===== src/design/prbase_pkg.sv =====
package prbase_pkg;

   // CORDIC arctangent table length and step index width
   localparam int AtanLen = 24;
   localparam int StepW   = 5;

   // gain-compensated one in Q2.30
   localparam logic signed [39:0] CordicGain = 40'sh0026DD3B6A;
   localparam logic signed [15:0] Q14One     = 16'sd16384;

   // datapath operations issued by the controller states; OP_STEP serves all three CORDIC run states
   typedef enum logic [3:0] {
      OP_NONE,
      OP_LOAD,
      OP_PROD,
      OP_VEC_INIT,
      OP_STEP,
      OP_YAW,
      OP_ORG_INIT,
      OP_ORG_STORE,
      OP_POS_MUL,
      OP_POS_SUM,
      OP_HALF_INIT,
      OP_OUT
   } dp_op_type;

   typedef struct packed {
      dp_op_type        op;
      logic [StepW-1:0] step;
   } dp_cmd_type;

   typedef struct packed {
      logic captured;
   } dp_status_type;

   typedef enum logic [3:0] {
      S_IDLE,
      S_PROD,
      S_VINIT,
      S_VRUN,
      S_YAW,
      S_OINIT,
      S_ORUN,
      S_OSTORE,
      S_PMUL,
      S_PSUM,
      S_HINIT,
      S_HRUN,
      S_OUT
   } state_type;

   // atan(2^-i), full circle is 2^32
   function automatic logic [31:0] atan_entry(input logic [StepW-1:0] idx);
      logic [31:0] v;
      case (idx)
         5'd0:    v = 32'h20000000;
         5'd1:    v = 32'h12E4051E;
         5'd2:    v = 32'h09FB385B;
         5'd3:    v = 32'h051111D4;
         5'd4:    v = 32'h028B0D43;
         5'd5:    v = 32'h0145D7E1;
         5'd6:    v = 32'h00A2F61E;
         5'd7:    v = 32'h00517C55;
         5'd8:    v = 32'h0028BE53;
         5'd9:    v = 32'h00145F2F;
         5'd10:   v = 32'h000A2F98;
         5'd11:   v = 32'h000517CC;
         5'd12:   v = 32'h00028BE6;
         5'd13:   v = 32'h000145F3;
         5'd14:   v = 32'h0000A2FA;
         5'd15:   v = 32'h0000517D;
         5'd16:   v = 32'h000028BE;
         5'd17:   v = 32'h0000145F;
         5'd18:   v = 32'h00000A30;
         5'd19:   v = 32'h00000518;
         5'd20:   v = 32'h0000028C;
         5'd21:   v = 32'h00000146;
         5'd22:   v = 32'h000000A3;
         5'd23:   v = 32'h00000051;
         default: v = 32'h0;
      endcase
      return v;
   endfunction

endpackage


===== src/design/prbase_ctrl.sv =====
module prbase_ctrl import prbase_pkg::*; #(
   parameter int CORDIC_STEPS = 16
) (
   input  logic          clock,
   input  logic          reset,
   input  logic          req_tvalid,
   output logic          req_tready,
   output logic          rsp_tvalid,
   input  logic          rsp_tready,
   input  dp_status_type status,
   output dp_cmd_type    cmd
);

   localparam int NSteps = (CORDIC_STEPS < AtanLen) ? CORDIC_STEPS : AtanLen;
   localparam logic [StepW-1:0] LastStep = StepW'(NSteps - 1);

   state_type        state_ff, state_in;
   logic [StepW-1:0] step_ff, step_in;
   logic             valid_ff, valid_in;
   logic             out_free;

   assign out_free   = !valid_ff || rsp_tready;
   assign rsp_tvalid = valid_ff;
   assign req_tready = (state_ff == S_IDLE);

   // next state
   always_comb begin
      state_in = state_ff;
      unique case (state_ff)
         S_IDLE:   if (req_tvalid) state_in = S_PROD;
         S_PROD:   state_in = S_VINIT;
         S_VINIT:  state_in = S_VRUN;
         S_VRUN:   if (step_ff == LastStep) state_in = S_YAW;
         S_YAW:    state_in = status.captured ? S_PMUL : S_OINIT;
         S_OINIT:  state_in = S_ORUN;
         S_ORUN:   if (step_ff == LastStep) state_in = S_OSTORE;
         S_OSTORE: state_in = S_PMUL;
         S_PMUL:   state_in = S_PSUM;
         S_PSUM:   state_in = S_HINIT;
         S_HINIT:  state_in = S_HRUN;
         S_HRUN:   if (step_ff == LastStep) state_in = S_OUT;
         S_OUT:    if (out_free) state_in = S_IDLE;
         default:  state_in = S_IDLE;
      endcase
   end

   // outputs
   always_comb begin
      cmd.op   = OP_NONE;
      cmd.step = step_ff;
      unique case (state_ff)
         S_IDLE:   if (req_tvalid) cmd.op = OP_LOAD;
         S_PROD:   cmd.op = OP_PROD;
         S_VINIT:  cmd.op = OP_VEC_INIT;
         S_VRUN:   cmd.op = OP_STEP;
         S_YAW:    cmd.op = OP_YAW;
         S_OINIT:  cmd.op = OP_ORG_INIT;
         S_ORUN:   cmd.op = OP_STEP;
         S_OSTORE: cmd.op = OP_ORG_STORE;
         S_PMUL:   cmd.op = OP_POS_MUL;
         S_PSUM:   cmd.op = OP_POS_SUM;
         S_HINIT:  cmd.op = OP_HALF_INIT;
         S_HRUN:   cmd.op = OP_STEP;
         S_OUT:    if (out_free) cmd.op = OP_OUT;
         default:  cmd.op = OP_NONE;
      endcase
   end

   // step counter and result valid
   always_comb begin
      step_in = '0;
      if (state_ff == S_VRUN || state_ff == S_ORUN || state_ff == S_HRUN) begin
         step_in = (step_ff == LastStep) ? '0 : step_ff + 1'b1;
      end
      valid_in = (valid_ff && !rsp_tready) || (state_ff == S_OUT && out_free);
   end

   always_ff @(posedge clock) begin
      if (reset) begin
         state_ff <= S_IDLE;
         step_ff  <= '0;
         valid_ff <= 1'b0;
      end else begin
         state_ff <= state_in;
         step_ff  <= step_in;
         valid_ff <= valid_in;
      end
   end

endmodule


===== config.mk =====
export PLATFORM = sky130hd
export DESIGN_NAME = prbase_ctrl
export DESIGN_NICKNAME = d
export VERILOG_FILES = /design/src/design/prbase_pkg.sv /design/src/design/prbase_ctrl.sv
export SDC_FILE = /design/constraint.sdc
export NUM_CORES = 1
export LEC_CHECK = 0
export ABC_CLOCK_PERIOD_IN_PS = 3680
export BUFFER_PORTS_ARGS = -buffer_cell sky130_fd_sc_hd__clkbuf_2
export CORE_MARGIN = 1
export CORE_UTILIZATION = 46
export DETAILED_ROUTE_END_ITERATION = 10
export HOLD_SLACK_MARGIN = 0.06
export PLACE_DENSITY_LB_ADDON = 0.08
export SLEW_MARGIN = 40
export SYNTH_ARGS = -nofsm -noshare
export SYNTH_HDL_FRONTEND = slang
export SYNTH_SLANG_ARGS = --single-unit
export TNS_END_PERCENT = 1

===== constraint.sdc =====
create_clock -name clock -period 3.68 [get_ports clock]
set_clock_uncertainty 0.05 [all_clocks]
set_input_delay 0.184 -clock clock [delete_from_list [all_inputs] [get_ports clock]]
set_output_delay 0.184 -clock clock [all_outputs]
set_load 0.03 [all_outputs]

==> run summary <==
Clock sinks -> 10
Distinct cells, synth -> 33
Ys async rst share -> 0
DP Worst Slack -> 1.94 ns
Starting density of the core -> 0.496
Clk buf depth -> 2
Global-route wire length before repair -> 1970 um
Yosys Warn Count -> 0
PwrDens -> 806 mW/mm^2
Io pins -> 16
Min-delay src -> reset
Worst Hold Slack -> 0.131 ns
Mapped Cells -> 80
Num CTS Buffers -> 3
Max-Cap Viols -> 0
Area grow syn2layout -> 17.8%
CTS tree -> done
CTS resizes -> 0
ANT nets after route -> 0
Seq cells post-synth -> 10
Final setup fails -> 0
Vias -> 609
Unrepaired setup endpoints after global routing -> no
Worst path required time -> 3.45 ns
Post-route DRC -> 0
Initial DRC count -> 8
CTS Hold Bufs -> 0
Die W -> 39.5 um
Area contributors post-synth -> dfxtp_1 (31%), nor2_1 (5.2%), nor2b_1 (4.8%)
Layout cell share with drive strength beyond 1 -> 0.253
Post-CTS Setup Bufs -> 0
H-tree depth -> 1
Initial antenna violation count -> 0
Setup CP Type -> register to output port
Final Hold Vio Count -> 0
Row cnt -> 13
Final WL -> 1240 um
Synth Area per Inst -> 8.07 sq um
Top cell type's share of synthesized area -> 0.310
Leakage -> 0.000324 uW
Clk Latency, worst-skew pair -> 0.27 ns
Grt ovf -> 0
Wire per inst -> 11.3 um
Final Util -> 0.585
Critical Path Sink Type -> output port
Top FF cell, synth -> dfxtp_1
Die area -> 0.00156 sq mm
Area of the core -> 0.00130 sq mm
DP Cell Count -> 106
Post-route setup TNS -> 0 ns
Dominant cell type by area after synthesis -> dfxtp_1
Fillcell total -> 134
Area taken by multi-input logic gates -> 415 sq um
N_diodes -> 0
RePlAce Congestion -> 0.798
Post-synth EDFFs -> 0
Hold Path Class -> primary input to register
Nets -> 103
Crit. Startpoint -> state_ff[3]$_SDFFE_PP0P_
Slew Limit Fails -> 0
Status -> complete, no violations
Post-Synthesis Cell Area -> 646 sq um
CP Max Fanout -> 14
Syn_nets -> 87
Hold Crit Depth -> 2
Max_slew headroom -> 0.679
Final min period -> 1.85 ns
Pre-antenna DRT Iters -> 2
Die H -> 39.5 um
RR Startpoint -> state_ff[2]$_SDFFE_PP0P_
Worst Reg-to-Reg Cells -> 4
Peak supply drop -> 0.000424 V
Sequential fraction of the synthesis area -> 0.310
FF/Latch Area -> 200 sq um
Period utilization -> 0.502
Startpoint Class -> register
Reg clk slew, reported paths -> 0.07 ns
Final worst slack -> 1.83 ns
Final non-filler cell total -> 110
DP HPWL -> 932 um
Worst-Margin Slew -> 0.481 ns
Vias in the first global route -> 481
Vias per cell -> 5.54
GR Util All Layers -> 0.190
CP arrival -> 1.61 ns
IO Port Bufs -> 15
Fmax -> 542 MHz
Clock root buffer master -> clkbuf_4
Largest net degree at the start of global routing -> 18
## where the power goes
| part | leakage, uW | internal (uW) | switching [uW] |
|---|---|---|---|
| logic | 0.000221 | 130 | 197 |
| registers | 0.0000813 | 127 | 60.8 |
| clock network | 0.0000210 | 60.1 | 38.1 |
| total | 0.000324 | 317 | 296 |
## through the flow
stage	area (sq um)	total power, uW
3_3_place_gp	724	513
2_1_floorplan	646	448
6_report	761	613
4_1_cts	761	618
3_5_place_dp	724	517
5_1_grt	761	667
## placed cells by master (no fill, tap or decap), types with 2 or more instances in the layout
master,count
nor3_1,4
nor2_1,9
dfxtp_1,10
a21oi_1,6
clkbuf_2,15
nand2b_1,4
and3_1,2
nand3_1,2
o21ai_0,4
nor2b_1,5
inv_1,4
clkbuf_4,3
ha_1,2
xor2_1,2
nand2_1,3
## critical path, stage by stage (launching register included)
cell	delay (ns)
dfxtp_1	0.45
or4_1	0.63
inv_1	0.08
clkbuf_2	0.19
## cell usage after synthesis (2+ instances only)
library cell / instances
dfxtp_1: 10
nor2_1: 9
a21oi_1: 6
nor2b_1: 5
clkbuf_1: 4
inv_1: 4
nand2b_1: 4
nor3_1: 4
o21ai_0: 4
nand2_1: 3
and3_1: 2
ha_1: 2
nand3_1: 2
xor2_1: 2
## registers in the layout, summed over array words and instances (netlist names)
signal and count:
step_ff 5, state_ff 4, rsp_tvalid 1
## kinds of logic (layout without fill, tap and decap cells)
logic type / Yosys count / count (layout) / share of synthesized area
buf+inv: 8 / 23 / 0.0465
compound gates: 22 / 22 / 0.264
xor+xnor: 3 / 3 / 0.0407
simple gates: 35 / 35 / 0.300
flops: 10 / 10 / 0.310
fa+ha+maj: 2 / 2 / 0.0388
## worst paths after layout
check	endpoint	slack, ns
setup / recovery	req_tready	1.83
hold / removal	rsp_tvalid$_SDFF_PP0_	0.13
setup reg to reg	state_ff[0]$_SDFFE_PP0P_	1.91
hold reg to reg	step_ff[0]$_SDFF_PP0_	0.42
## area by class of cell
type / instances / area share
Clock buffer: 4 / 0.0477
Inverter: 4 / 0.0197
Multi-Input combinational cell: 62 / 0.546
Tap cell: 15 / 0.0247
Sequential cell: 10 / 0.263
Timing Repair Buffer: 15 / 0.0987
## metal layers
metal | global-route usage | vias up | wire, um
li1 | - | 319 | -
met1 | 0.267 | 277 | 676
met2 | 0.266 | 13 | 494
met3 | 0.0852 | 0 | 68
met4 | 0.0259 | 0 | 0
met5 | 0 | - | 0
No activity file was read; power rests on OpenSTA's default activity.
